--- src/hdl/vcsl_pkg.sv ---
// Shared constants, types and helpers for the velocity command slew limiter.
package vcsl_pkg;

    // Velocity word width (signed Q4.12 at 16 bits)
    localparam int VELOCITY_WIDTH = 16;

    // Configuration register widths
    localparam int LIN_W      = 15;
    localparam int SCALE_W    = 16;
    localparam int SPIN_W     = 15;
    localparam int CFG_W      = 16;
    localparam int CFG_IDX_W  = 2;
    localparam int SCALE_FRAC = 14;

    // Derived datapath widths
    localparam int LIM_W    = LIN_W + SCALE_W - SCALE_FRAC;
    localparam int MUL_W    = (VELOCITY_WIDTH > LIM_W) ? VELOCITY_WIDTH : LIM_W;
    localparam int PROD_W   = 2 * MUL_W;
    localparam int DIFF_W   = VELOCITY_WIDTH + 1;
    localparam int ROOT_W   = VELOCITY_WIDTH + 1;
    localparam int RAD_W    = 2 * VELOCITY_WIDTH + 2;
    localparam int SQ_REM_W = VELOCITY_WIDTH + 2;
    localparam int SUB_W    = VELOCITY_WIDTH + 4;
    localparam int CMP_W    = (ROOT_W > LIM_W) ? ROOT_W : LIM_W;
    localparam int EXT_W    = ((VELOCITY_WIDTH > SPIN_W) ? VELOCITY_WIDTH : SPIN_W) + 2;
    localparam int CNT_W    = $clog2(ROOT_W + 1);

    localparam logic [CNT_W-1:0] ROOT_LAST = CNT_W'(ROOT_W - 1);
    localparam logic [CNT_W-1:0] DIV_LAST  = CNT_W'(VELOCITY_WIDTH - 1);

    // Register indexes
    localparam logic [CFG_IDX_W-1:0] REG_LINEAR_STEP = 2'd0;
    localparam logic [CFG_IDX_W-1:0] REG_TURN_SCALE  = 2'd1;
    localparam logic [CFG_IDX_W-1:0] REG_SPIN_STEP   = 2'd2;

    // Register reset values
    localparam logic [LIN_W-1:0]   LINEAR_STEP_RESET = 15'd41;
    localparam logic [SCALE_W-1:0] TURN_SCALE_RESET  = 16'd16384;
    localparam logic [SPIN_W-1:0]  SPIN_STEP_RESET   = 15'd41;

    // Large-turn limiter phase
    typedef enum logic [1:0] {
        PH_OFF   = 2'd0,
        PH_WAIT  = 2'd1,
        PH_TRANS = 2'd2
    } phase_t;

    // Sequencer states
    typedef enum logic [3:0] {
        ST_IDLE,
        ST_PREP,
        ST_LIM_MUL,
        ST_SQ_X,
        ST_SQ_Y,
        ST_SQ_SUM,
        ST_ROOT,
        ST_CHECK,
        ST_DIV_MUL,
        ST_DIV_LOAD,
        ST_DIV_RUN,
        ST_APPLY,
        ST_DONE
    } state_t;

    typedef struct packed {
        logic [LIN_W-1:0]   linear_step;
        logic [SCALE_W-1:0] turn_scale;
        logic [SPIN_W-1:0]  spin_step;
    } cfg_t;

    typedef struct packed {
        logic signed [VELOCITY_WIDTH-1:0] vx;
        logic signed [VELOCITY_WIDTH-1:0] vy;
        logic signed [VELOCITY_WIDTH-1:0] wz;
        phase_t                           phase;
        logic                             limited;
    } result_t;

    typedef struct packed {
        logic [MUL_W-1:0] mul_a;
        logic [MUL_W-1:0] mul_b;
        logic [SUB_W-1:0] sub_a;
        logic [SUB_W-1:0] sub_b;
    } alu_req_t;

    typedef struct packed {
        logic [PROD_W-1:0] product;
        logic [SUB_W-1:0]  diff;
        logic              ge;
    } alu_rsp_t;

    // Clamp a widened sum to the signed velocity range
    function automatic logic signed [VELOCITY_WIDTH-1:0] sat_vel(
        input logic signed [EXT_W-1:0] v
    );
        logic signed [EXT_W-1:0] hi;
        logic signed [EXT_W-1:0] lo;
        hi = EXT_W'(signed'({1'b0, {(VELOCITY_WIDTH-1){1'b1}}}));
        lo = EXT_W'(signed'({1'b1, {(VELOCITY_WIDTH-1){1'b0}}}));
        priority if (v > hi)
        begin
            sat_vel = hi[VELOCITY_WIDTH-1:0];
        end
        else if (v < lo)
        begin
            sat_vel = lo[VELOCITY_WIDTH-1:0];
        end
        else
        begin
            sat_vel = v[VELOCITY_WIDTH-1:0];
        end
    endfunction

endpackage

--- src/hdl/vcsl_alu.sv ---
// Shared arithmetic unit: one multiplier and one trial subtractor.
module vcsl_alu (
    input  vcsl_pkg::alu_req_t req,
    output vcsl_pkg::alu_rsp_t rsp
);

    // Multiply, and subtract with a no-borrow flag for the digit steps
    always_comb
    begin
        rsp.product = vcsl_pkg::PROD_W'(req.mul_a) * vcsl_pkg::PROD_W'(req.mul_b);
        rsp.diff    = req.sub_a - req.sub_b;
        rsp.ge      = (req.sub_a >= req.sub_b);
    end

endmodule

--- src/hdl/vcsl_core.sv ---
// Sequencer and state registers: square root, scaling divides and step update.
module vcsl_core (
    input  logic                                      clk,
    input  logic                                      rst_n,
    input  logic                                      in_take,
    input  logic signed [vcsl_pkg::VELOCITY_WIDTH-1:0] goal_vx,
    input  logic signed [vcsl_pkg::VELOCITY_WIDTH-1:0] goal_vy,
    input  logic signed [vcsl_pkg::VELOCITY_WIDTH-1:0] goal_wz,
    input  logic                                      is_armed,
    input  logic                                      limiter_write,
    input  logic                                      limiter_enable,
    input  vcsl_pkg::cfg_t                            cfg,
    output logic                                      idle,
    output logic                                      res_valid,
    input  logic                                      res_ready,
    output vcsl_pkg::result_t                         res
);

    localparam int W = vcsl_pkg::VELOCITY_WIDTH;

    vcsl_pkg::state_t state_reg, state_next;
    vcsl_pkg::phase_t phase_reg, phase_next;

    logic                                armed_reg, armed_next;
    logic                                limited_reg, limited_next;
    logic                                sel_y_reg, sel_y_next;
    logic signed [W-1:0]                 goal_vx_reg, goal_vx_next;
    logic signed [W-1:0]                 goal_vy_reg, goal_vy_next;
    logic signed [W-1:0]                 goal_wz_reg, goal_wz_next;
    logic signed [W-1:0]                 smooth_vx_reg, smooth_vx_next;
    logic signed [W-1:0]                 smooth_vy_reg, smooth_vy_next;
    logic signed [W-1:0]                 smooth_wz_reg, smooth_wz_next;
    logic signed [vcsl_pkg::DIFF_W-1:0]  dx_reg, dx_next;
    logic signed [vcsl_pkg::DIFF_W-1:0]  dy_reg, dy_next;
    logic [vcsl_pkg::LIM_W-1:0]          lim_reg, lim_next;
    logic [vcsl_pkg::PROD_W-1:0]         prod_reg, prod_next;
    logic [vcsl_pkg::RAD_W-1:0]          rad_reg, rad_next;
    logic [vcsl_pkg::ROOT_W-1:0]         root_reg, root_next;
    logic [vcsl_pkg::SQ_REM_W-1:0]       rem_reg, rem_next;
    logic [vcsl_pkg::ROOT_W-1:0]         drem_reg, drem_next;
    logic [W-1:0]                        num_reg, num_next;
    logic [W-1:0]                        quo_reg, quo_next;
    logic [vcsl_pkg::CNT_W-1:0]          cnt_reg, cnt_next;

    vcsl_pkg::alu_req_t alu_req;
    vcsl_pkg::alu_rsp_t alu_rsp;

    logic [W-1:0]                       ax;
    logic [W-1:0]                       ay;
    logic [W-1:0]                       cur_mag;
    logic                               cur_neg;
    logic                               need_scale;
    logic [W-1:0]                       quo_bits;
    logic signed [vcsl_pkg::DIFF_W-1:0] q_signed;
    logic signed [vcsl_pkg::EXT_W-1:0]  spin_cur;
    logic signed [vcsl_pkg::EXT_W-1:0]  spin_k;
    logic signed [vcsl_pkg::EXT_W-1:0]  spin_goal;
    logic signed [vcsl_pkg::EXT_W-1:0]  spin_up;
    logic signed [vcsl_pkg::EXT_W-1:0]  spin_dn;

    vcsl_alu u_alu (
        .req (alu_req),
        .rsp (alu_rsp)
    );

    // Magnitudes of the planar change and the operand of the current divide
    assign ax      = dx_reg[W] ? W'(-dx_reg) : W'(dx_reg);
    assign ay      = dy_reg[W] ? W'(-dy_reg) : W'(dy_reg);
    assign cur_mag = sel_y_reg ? ay : ax;
    assign cur_neg = sel_y_reg ? dy_reg[W] : dx_reg[W];

    // Change exceeds the limit when d2 > lim^2, read off the root and remainder
    assign need_scale =
        (vcsl_pkg::CMP_W'(root_reg) > vcsl_pkg::CMP_W'(lim_reg)) ||
        ((vcsl_pkg::CMP_W'(root_reg) == vcsl_pkg::CMP_W'(lim_reg)) && (rem_reg != '0));

    // Quotient including this step's digit, and its signed form
    assign quo_bits = {quo_reg[W-2:0], alu_rsp.ge};
    assign q_signed = signed'({1'b0, quo_bits});

    // Spin clamp bounds
    assign spin_cur  = vcsl_pkg::EXT_W'(smooth_wz_reg);
    assign spin_k    = signed'(vcsl_pkg::EXT_W'(cfg.spin_step));
    assign spin_goal = vcsl_pkg::EXT_W'(goal_wz_reg);
    assign spin_up   = spin_cur + spin_k;
    assign spin_dn   = spin_cur - spin_k;

    // Next state
    always_comb
    begin
        state_next = state_reg;
        unique case (state_reg)
            vcsl_pkg::ST_IDLE:
            begin
                if (in_take)
                begin
                    state_next = vcsl_pkg::ST_PREP;
                end
            end
            vcsl_pkg::ST_PREP:
            begin
                state_next = armed_reg ? vcsl_pkg::ST_LIM_MUL : vcsl_pkg::ST_DONE;
            end
            vcsl_pkg::ST_LIM_MUL:  state_next = vcsl_pkg::ST_SQ_X;
            vcsl_pkg::ST_SQ_X:     state_next = vcsl_pkg::ST_SQ_Y;
            vcsl_pkg::ST_SQ_Y:     state_next = vcsl_pkg::ST_SQ_SUM;
            vcsl_pkg::ST_SQ_SUM:   state_next = vcsl_pkg::ST_ROOT;
            vcsl_pkg::ST_ROOT:
            begin
                if (cnt_reg == vcsl_pkg::ROOT_LAST)
                begin
                    state_next = vcsl_pkg::ST_CHECK;
                end
            end
            vcsl_pkg::ST_CHECK:
            begin
                state_next = need_scale ? vcsl_pkg::ST_DIV_MUL : vcsl_pkg::ST_APPLY;
            end
            vcsl_pkg::ST_DIV_MUL:  state_next = vcsl_pkg::ST_DIV_LOAD;
            vcsl_pkg::ST_DIV_LOAD: state_next = vcsl_pkg::ST_DIV_RUN;
            vcsl_pkg::ST_DIV_RUN:
            begin
                if (cnt_reg == vcsl_pkg::DIV_LAST)
                begin
                    state_next = sel_y_reg ? vcsl_pkg::ST_APPLY : vcsl_pkg::ST_DIV_MUL;
                end
            end
            vcsl_pkg::ST_APPLY:    state_next = vcsl_pkg::ST_DONE;
            vcsl_pkg::ST_DONE:
            begin
                if (res_ready)
                begin
                    state_next = vcsl_pkg::ST_IDLE;
                end
            end
            default:               state_next = vcsl_pkg::ST_IDLE;
        endcase
    end

    // Datapath control: drive the shared unit and compute register updates
    always_comb
    begin
        alu_req        = '0;
        phase_next     = phase_reg;
        armed_next     = armed_reg;
        limited_next   = limited_reg;
        sel_y_next     = sel_y_reg;
        goal_vx_next   = goal_vx_reg;
        goal_vy_next   = goal_vy_reg;
        goal_wz_next   = goal_wz_reg;
        smooth_vx_next = smooth_vx_reg;
        smooth_vy_next = smooth_vy_reg;
        smooth_wz_next = smooth_wz_reg;
        dx_next        = dx_reg;
        dy_next        = dy_reg;
        lim_next       = lim_reg;
        prod_next      = prod_reg;
        rad_next       = rad_reg;
        root_next      = root_reg;
        rem_next       = rem_reg;
        drem_next      = drem_reg;
        num_next       = num_reg;
        quo_next       = quo_reg;
        cnt_next       = cnt_reg;

        unique case (state_reg)
            vcsl_pkg::ST_IDLE:
            begin
                // Capture the request; a limiter write acts on this tick
                if (in_take)
                begin
                    goal_vx_next = goal_vx;
                    goal_vy_next = goal_vy;
                    goal_wz_next = goal_wz;
                    armed_next   = is_armed;
                    if (limiter_write)
                    begin
                        phase_next = limiter_enable ? vcsl_pkg::PH_WAIT : vcsl_pkg::PH_OFF;
                    end
                end
            end
            vcsl_pkg::ST_PREP:
            begin
                // Form the planar change, or drop everything when disarmed
                dx_next      = vcsl_pkg::DIFF_W'(goal_vx_reg) - vcsl_pkg::DIFF_W'(smooth_vx_reg);
                dy_next      = vcsl_pkg::DIFF_W'(goal_vy_reg) - vcsl_pkg::DIFF_W'(smooth_vy_reg);
                limited_next = 1'b0;
                if (!armed_reg)
                begin
                    smooth_vx_next = '0;
                    smooth_vy_next = '0;
                    smooth_wz_next = '0;
                    phase_next     = vcsl_pkg::PH_OFF;
                end
            end
            vcsl_pkg::ST_LIM_MUL:
            begin
                alu_req.mul_a = vcsl_pkg::MUL_W'(cfg.linear_step);
                alu_req.mul_b = vcsl_pkg::MUL_W'(cfg.turn_scale);
                prod_next     = alu_rsp.product;
            end
            vcsl_pkg::ST_SQ_X:
            begin
                // Pick the planar limit, start dx squared
                if (phase_reg != vcsl_pkg::PH_OFF)
                begin
                    lim_next = prod_reg[vcsl_pkg::SCALE_FRAC +: vcsl_pkg::LIM_W];
                end
                else
                begin
                    lim_next = vcsl_pkg::LIM_W'(cfg.linear_step);
                end
                alu_req.mul_a = vcsl_pkg::MUL_W'(ax);
                alu_req.mul_b = vcsl_pkg::MUL_W'(ax);
                prod_next     = alu_rsp.product;
            end
            vcsl_pkg::ST_SQ_Y:
            begin
                rad_next      = vcsl_pkg::RAD_W'(prod_reg);
                alu_req.mul_a = vcsl_pkg::MUL_W'(ay);
                alu_req.mul_b = vcsl_pkg::MUL_W'(ay);
                prod_next     = alu_rsp.product;
            end
            vcsl_pkg::ST_SQ_SUM:
            begin
                rad_next  = rad_reg + vcsl_pkg::RAD_W'(prod_reg);
                root_next = '0;
                rem_next  = '0;
                cnt_next  = '0;
            end
            vcsl_pkg::ST_ROOT:
            begin
                // One root digit per cycle: try subtracting 4*root+1
                alu_req.sub_a = vcsl_pkg::SUB_W'({rem_reg, rad_reg[vcsl_pkg::RAD_W-1 -: 2]});
                alu_req.sub_b = vcsl_pkg::SUB_W'({root_reg, 2'b01});
                rad_next      = rad_reg << 2;
                cnt_next      = cnt_reg + 1'b1;
                if (alu_rsp.ge)
                begin
                    rem_next  = alu_rsp.diff[vcsl_pkg::SQ_REM_W-1:0];
                    root_next = {root_reg[vcsl_pkg::ROOT_W-2:0], 1'b1};
                end
                else
                begin
                    rem_next  = alu_req.sub_a[vcsl_pkg::SQ_REM_W-1:0];
                    root_next = {root_reg[vcsl_pkg::ROOT_W-2:0], 1'b0};
                end
            end
            vcsl_pkg::ST_CHECK:
            begin
                // Advance the large-turn limiter on the outcome
                limited_next = need_scale;
                sel_y_next   = 1'b0;
                if (need_scale && (phase_reg == vcsl_pkg::PH_WAIT))
                begin
                    phase_next = vcsl_pkg::PH_TRANS;
                end
                else if (!need_scale && (phase_reg == vcsl_pkg::PH_TRANS))
                begin
                    phase_next = vcsl_pkg::PH_OFF;
                end
            end
            vcsl_pkg::ST_DIV_MUL:
            begin
                alu_req.mul_a = vcsl_pkg::MUL_W'(cur_mag);
                alu_req.mul_b = vcsl_pkg::MUL_W'(lim_reg);
                prod_next     = alu_rsp.product;
            end
            vcsl_pkg::ST_DIV_LOAD:
            begin
                // Upper part is already below the root, so only W digits remain
                drem_next = vcsl_pkg::ROOT_W'(prod_reg >> W);
                num_next  = prod_reg[W-1:0];
                quo_next  = '0;
                cnt_next  = '0;
            end
            vcsl_pkg::ST_DIV_RUN:
            begin
                // One quotient digit per cycle against the root
                alu_req.sub_a = vcsl_pkg::SUB_W'({drem_reg, num_reg[W-1]});
                alu_req.sub_b = vcsl_pkg::SUB_W'(root_reg);
                num_next      = num_reg << 1;
                quo_next      = quo_bits;
                cnt_next      = cnt_reg + 1'b1;
                if (alu_rsp.ge)
                begin
                    drem_next = alu_rsp.diff[vcsl_pkg::ROOT_W-1:0];
                end
                else
                begin
                    drem_next = alu_req.sub_a[vcsl_pkg::ROOT_W-1:0];
                end
                if (cnt_reg == vcsl_pkg::DIV_LAST)
                begin
                    sel_y_next = 1'b1;
                    if (sel_y_reg)
                    begin
                        dy_next = cur_neg ? -q_signed : q_signed;
                    end
                    else
                    begin
                        dx_next = cur_neg ? -q_signed : q_signed;
                    end
                end
            end
            vcsl_pkg::ST_APPLY:
            begin
                // Step the held command and clamp the spin rate
                smooth_vx_next = vcsl_pkg::sat_vel(vcsl_pkg::EXT_W'(smooth_vx_reg)
                                                   + vcsl_pkg::EXT_W'(dx_reg));
                smooth_vy_next = vcsl_pkg::sat_vel(vcsl_pkg::EXT_W'(smooth_vy_reg)
                                                   + vcsl_pkg::EXT_W'(dy_reg));
                priority if (spin_goal > spin_up)
                begin
                    smooth_wz_next = vcsl_pkg::sat_vel(spin_up);
                end
                else if (spin_goal < spin_dn)
                begin
                    smooth_wz_next = vcsl_pkg::sat_vel(spin_dn);
                end
                else
                begin
                    smooth_wz_next = goal_wz_reg;
                end
            end
            vcsl_pkg::ST_DONE:
            begin
                // Hold until the output register takes the result
            end
            default:
            begin
            end
        endcase
    end

    // Control and held command state
    always_ff @(posedge clk or negedge rst_n)
    begin
        if (!rst_n)
        begin
            state_reg     <= vcsl_pkg::ST_IDLE;
            phase_reg     <= vcsl_pkg::PH_OFF;
            smooth_vx_reg <= '0;
            smooth_vy_reg <= '0;
            smooth_wz_reg <= '0;
            cnt_reg       <= '0;
            sel_y_reg     <= 1'b0;
        end
        else
        begin
            state_reg     <= state_next;
            phase_reg     <= phase_next;
            smooth_vx_reg <= smooth_vx_next;
            smooth_vy_reg <= smooth_vy_next;
            smooth_wz_reg <= smooth_wz_next;
            cnt_reg       <= cnt_next;
            sel_y_reg     <= sel_y_next;
        end
    end

    // Working registers
    always_ff @(posedge clk)
    begin
        armed_reg   <= armed_next;
        limited_reg <= limited_next;
        goal_vx_reg <= goal_vx_next;
        goal_vy_reg <= goal_vy_next;
        goal_wz_reg <= goal_wz_next;
        dx_reg      <= dx_next;
        dy_reg      <= dy_next;
        lim_reg     <= lim_next;
        prod_reg    <= prod_next;
        rad_reg     <= rad_next;
        root_reg    <= root_next;
        rem_reg     <= rem_next;
        drem_reg    <= drem_next;
        num_reg     <= num_next;
        quo_reg     <= quo_next;
    end

    // Result and handshake status
    assign idle        = (state_reg == vcsl_pkg::ST_IDLE);
    assign res_valid   = (state_reg == vcsl_pkg::ST_DONE);
    assign res.vx      = smooth_vx_reg;
    assign res.vy      = smooth_vy_reg;
    assign res.wz      = smooth_wz_reg;
    assign res.phase   = phase_reg;
    assign res.limited = limited_reg;

endmodule

--- src/hdl/velocity_command_slew_limiter.sv ---
// Top level: configuration registers, request intake and output register.
// A disarmed request skips the arithmetic; an armed one runs the 17-step square root and,
// when the planar change exceeds the limit, also two 16-step divides, all through the one
// shared subtractor. A new request is taken only once the last result has moved to the
// output register and the sequencer is idle again.
// Reset clears the held command, the limiter to off, and the registers to defaults.
module velocity_command_slew_limiter (
    input  logic                                      clk,
    input  logic                                      rst_n,
    input  logic                                      in_valid,
    output logic                                      in_stall,
    input  logic signed [vcsl_pkg::VELOCITY_WIDTH-1:0] goal_vx,
    input  logic signed [vcsl_pkg::VELOCITY_WIDTH-1:0] goal_vy,
    input  logic signed [vcsl_pkg::VELOCITY_WIDTH-1:0] goal_wz,
    input  logic                                      is_armed,
    input  logic                                      limiter_write,
    input  logic                                      limiter_enable,
    input  logic                                      cfg_write,
    input  logic [vcsl_pkg::CFG_IDX_W-1:0]            cfg_index,
    input  logic [vcsl_pkg::CFG_W-1:0]                cfg_data,
    output logic                                      out_valid,
    input  logic                                      out_stall,
    output logic signed [vcsl_pkg::VELOCITY_WIDTH-1:0] held_vx,
    output logic signed [vcsl_pkg::VELOCITY_WIDTH-1:0] held_vy,
    output logic signed [vcsl_pkg::VELOCITY_WIDTH-1:0] held_wz,
    output logic [1:0]                                limiter_phase,
    output logic                                      was_limited
);

    vcsl_pkg::cfg_t    cfg_reg;
    vcsl_pkg::result_t res;
    vcsl_pkg::result_t result_reg;

    logic core_idle;
    logic res_valid;
    logic res_ready;
    logic in_take;
    logic out_valid_reg, out_valid_next;

    // Configuration writes; unknown indexes are dropped
    always_ff @(posedge clk or negedge rst_n)
    begin
        if (!rst_n)
        begin
            cfg_reg.linear_step <= vcsl_pkg::LINEAR_STEP_RESET;
            cfg_reg.turn_scale  <= vcsl_pkg::TURN_SCALE_RESET;
            cfg_reg.spin_step   <= vcsl_pkg::SPIN_STEP_RESET;
        end
        else if (cfg_write)
        begin
            unique case (cfg_index)
                vcsl_pkg::REG_LINEAR_STEP: cfg_reg.linear_step <= cfg_data[vcsl_pkg::LIN_W-1:0];
                vcsl_pkg::REG_TURN_SCALE:  cfg_reg.turn_scale  <= cfg_data[vcsl_pkg::SCALE_W-1:0];
                vcsl_pkg::REG_SPIN_STEP:   cfg_reg.spin_step   <= cfg_data[vcsl_pkg::SPIN_W-1:0];
                default:
                begin
                end
            endcase
        end
    end

    // Take a request only while the sequencer is idle
    assign in_stall = !core_idle;
    assign in_take  = in_valid && core_idle;

    vcsl_core u_core (
        .clk            (clk),
        .rst_n          (rst_n),
        .in_take        (in_take),
        .goal_vx        (goal_vx),
        .goal_vy        (goal_vy),
        .goal_wz        (goal_wz),
        .is_armed       (is_armed),
        .limiter_write  (limiter_write),
        .limiter_enable (limiter_enable),
        .cfg            (cfg_reg),
        .idle           (core_idle),
        .res_valid      (res_valid),
        .res_ready      (res_ready),
        .res            (res)
    );

    // Output register: load when empty or being drained
    assign res_ready      = !out_valid_reg || !out_stall;
    assign out_valid_next = res_ready ? res_valid : out_valid_reg;

    always_ff @(posedge clk or negedge rst_n)
    begin
        if (!rst_n)
        begin
            out_valid_reg <= 1'b0;
        end
        else
        begin
            out_valid_reg <= out_valid_next;
        end
    end

    always_ff @(posedge clk)
    begin
        if (res_ready && res_valid)
        begin
            result_reg <= res;
        end
    end

    assign out_valid     = out_valid_reg;
    assign held_vx       = result_reg.vx;
    assign held_vy       = result_reg.vy;
    assign held_wz       = result_reg.wz;
    assign limiter_phase = result_reg.phase;
    assign was_limited   = result_reg.limited;

endmodule

--- config.mk ---
export PLATFORM = sky130hd
export DESIGN_NAME = velocity_command_slew_limiter
export DESIGN_NICKNAME = d
export VERILOG_FILES = /design/src/hdl/vcsl_pkg.sv /design/src/hdl/vcsl_alu.sv /design/src/hdl/vcsl_core.sv /design/src/hdl/velocity_command_slew_limiter.sv
export SDC_FILE = /design/constraint.sdc
export NUM_CORES = 2
export LEC_CHECK = 0
export ABC_CLOCK_PERIOD_IN_PS = 14000
export BUFFER_PORTS_ARGS = -buffer_cell sky130_fd_sc_hd__buf_2
export CAP_MARGIN = 5
export CORE_UTILIZATION = 52
export DETAILED_ROUTE_END_ITERATION = 10
export PLACE_DENSITY_LB_ADDON = 0.25
export SYNTH_ARGS = -nofsm -noshare
export SYNTH_HDL_FRONTEND = slang
export SYNTH_SLANG_ARGS = --single-unit
--- constraint.sdc ---
create_clock -name clk -period 14 [get_ports clk]
set_clock_uncertainty 0.05 [all_clocks]
set_input_delay 2.1 -clock clk [delete_from_list [all_inputs] [get_ports clk]]
set_output_delay 2.1 -clock clk [all_outputs]
set_load 0.03 [all_outputs]
==> flow_metrics.py <==
metrics = {
    "status": {
        "run_status": "completed",
    },
    "sta": {
        "slew_of_the_pin_with_the_lowest_slew_margin_ps": 1356,
        "grt_setup_unrepaired": "no",
        "timing.max_slew.rel_slack_pct": 9.578,
        "fmax_mhz": 107.7,
        "fin_ws_ps": 4716,
        "fin_worst_hold_slack_ps": 405.6,
        "totalNegativeSetupSlack_ps": 0,
        "period_minus_slack_ps": 9284,
        "slew_viol_final": 0,
        "setup_viol_count_final": 0,
        "fin_crit_sh_pct": 66.32,
        "timing_hold_violations_final": 0,
    },
    "yosys": {
        "asyncSetResetFlopFracSynth_pct": 26.16,
        "syn_nets": 4121,
        "ys_top_cells_by_count": "370 x inv_1, 363 x nand2_1, 309 x ha_1, 302 x edfxtp_1, 253 x nor2_1",
        "synthesis.area_sq_um": 34700,
        "yosys-mux-area-fraction_pct": 2.927,
        "synth_edf_count": 302,
        "post-synth-top-area-cell": "edfxtp_1",
        "synthSimpleGateAreaFrac_pct": 13.05,
        "proportion_of_synthesized_chip_area_in_sequential_cells_pct": 33.87,
        "synth.top_cells.by_area": "edfxtp_1 26%, fa_1 12%, ha_1 11%",
        "synth.avg_cell_area_sq_um": 9.854,
        "synthXorXnorAreaFrac_pct": 4.189,
        "yosys_warnings": 0,
        "ys_seq_elements": 409,
        "synth_top_family_by_area": "adder cells",
        "synthCells": 3522,
        "yosysMostFrequentCell": "inv_1",
        "dominant_synthesized_flop_cell": "edfxtp_1",
        "yosys.area_share.adder_pct": 23.60,
        "synth.distinct_cells": 92,
        "yosys.area.top_type_share_pct": 26.13,
        "synth_compound_area_share_pct": 16.84,
    },
    "setup_path": {
        "critical-path-top-delay-family": "adder cells",
        "cp-end-kind": "flop",
        "path_class": "reg2reg",
        "worst_path_max_delay_cell": "a221oi_1",
        "worst-endpoint-arrival_ps": 9640,
        "worstPathBufferInverterCount": 6,
        "critical_path_required_ps": 14350,
        "cp_max_fo": 24,
        "path_common_cell": "fa_1",
        "cp_slowest_stage_delay_ps": 810,
        "worst_setup_path_start_kind": "flop",
    },
    "layout": {
        "fillers": 5792,
        "stdcell_count": 4515,
        "multi_input_area_sq_um": 21130,
        "design.final.nets": 4208,
        "layout.area.seq_sq_um": 11760,
        "final_core_utilization_pct": 57.71,
        "post_route_cells_drive_above_1_share_pct": 10.72,
        "layout-area-overhead-vs-synth_pct": 9.529,
        "largest_register_ffs": 46,
    },
    "routing": {
        "dr.pass1.iters": 6,
        "total_number_of_vias": 27320,
        "drtIter0Drc": 2672,
        "post_drt_via_cell_ratio": 6.051,
        "wirelength_um": 97230,
        "drt_drc_violations_left": 0,
        "ant_nets": 0,
        "route.detailed.wl_per_inst_um": 21.54,
    },
    "die": {
        "num_rows": 94,
        "die-height_um": 260.3,
        "coreArea_sq_um": 65860,
        "count_of_boundary_i_o_pins": 127,
        "fp.dieW_um": 260.3,
        "initial_utilization_pct": 52.69,
        "die_area_sq_um": 67780,
    },
    "power": {
        "sw_share_pct": 48.84,
        "power_density_nw_per_um2": 259.5,
        "power.sequential.fraction_pct": 23.8,
        "worst_ir_drop_vdd_v": 0.0001860,
        "internal_power_w": 0.005047,
        "static_leak_nw": 16.79,
        "combPwrFrac_pct": 62.4,
        "power.net_switching_w": 0.004819,
        "share_clk_of_total_power_pct": 13.8,
    },
    "global_routing": {
        "grt.total_usage_pct": 28.87,
        "first_global_vias": 26620,
        "grt_start_max_net_pins": 66,
        "overflow": 0,
        "antenna_found_initial": 6,
        "grt_pass1_wl_um": 151300,
    },
    "cts": {
        "cts_root_buf": "clkbuf_16",
        "clock_buffer_count_from_cts": 48,
        "cts-hold-fix-buffers": 0,
        "worst_skew_pair.late_latency_ps": 610,
        "postCtsSetupRepairBufs": 0,
        "cts_max_level": 2,
        "cts_max_path_buffers": 3,
        "cts_resized": 0,
        "clkTransAtPathRegs_ps": 60,
        "clock_tree_from_tritoncts": "built",
        "clock_sinks": 409,
    },
    "flow_run": {
        "max_cap_violations": 0,
    },
    "placed_design": {
        "gp_congestion": 0.9714,
        "place_hpwl_um": 73190,
        "buffer_ports.inserted": 126,
        "post-place-cells": 4423,
        "preCtsSetupSlack_ps": 4822,
    },
    "hold_path": {
        "timing.hold.worst.class": "reg2reg",
    },
}
[path summary, 6_finish.rpt]
kind / slack (ps) / endpoint / startpoint / cells after the start
max: 4720 / u_core.prod_reg[30] / u_core.state_reg[0] / 27
min: 410 / was_limited / u_core.limited_reg / 0
max reg2reg: 4720 / u_core.prod_reg[30] / u_core.state_reg[0] / 27
min reg2reg: 410 / was_limited / u_core.limited_reg / 0
max in group asynchronous: 11080 / cfg_reg[13] / rst_n / 2
min in group asynchronous: 1580 / u_core.smooth_vy_reg[14] / rst_n / 1
[layer usage]
layer	vias up	routed length, um	track usage [%]
met5	-	35	0
met1	13370	41800	39.64
met4	6	3969	11.21
met3	213	8081	5.565
met2	1076	43340	45.09
li1	12650	-	-
[placed cells by master, fill, tap and decap left out, types with 94 or more instances in the layout]
master    Yosys  routed
nand2_1     363     362
fa_1        216     216
nor2_1      253     248
ha_1        309     309
a21oi_1     201     200
edfxtp_1    302     302
xnor2_1      94      94
o21ai_0     165     163
buf_2        12     125
inv_1       370     370
dfrtp_1     100     100
[cells by family after synthesis]
logic type      count (synthesis)
compound gates                851
xor+xnor                      166
fa+ha+maj                     525
buf+inv                       502
flops                         409
mux                            92
simple gates                  977
[per-stage QoR]
| stage | cell area, sq um | power (W) |
|---|---|---|
| floorplan | 34700 | 0.006794 |
| CTS | 38010 | 0.009830 |
| finish | 38010 | 0.009866 |
| detailed placement | 36310 | 0.008420 |
| global placement | 36310 | 0.008328 |
| global route | 38010 | 0.01066 |
[power groups by stage]
stage	combinational [W]	clock (W)	sequential (W)
after global placement	0.00598	0	0.00234
after floorplan	0.00464	0	0.00215
after CTS	0.00612	0.00138	0.00233
after global routing	0.00687	0.00143	0.00237
after detailed placement	0.00608	0	0.00234
final	0.00616	0.00136	0.00234
[area by class of cell]
type / count / share of cell area, %
sequential: 409 / 30.92
antenna: 2 / 0.01317
timing repair buffer: 168 / 2.495
tap: 864 / 2.844
clock inverter: 32 / 1.083
inverter: 371 / 3.664
multi-input combinational: 2611 / 55.59
clock buffer: 58 / 3.390
No activity file was read; power rests on OpenSTA's default activity.
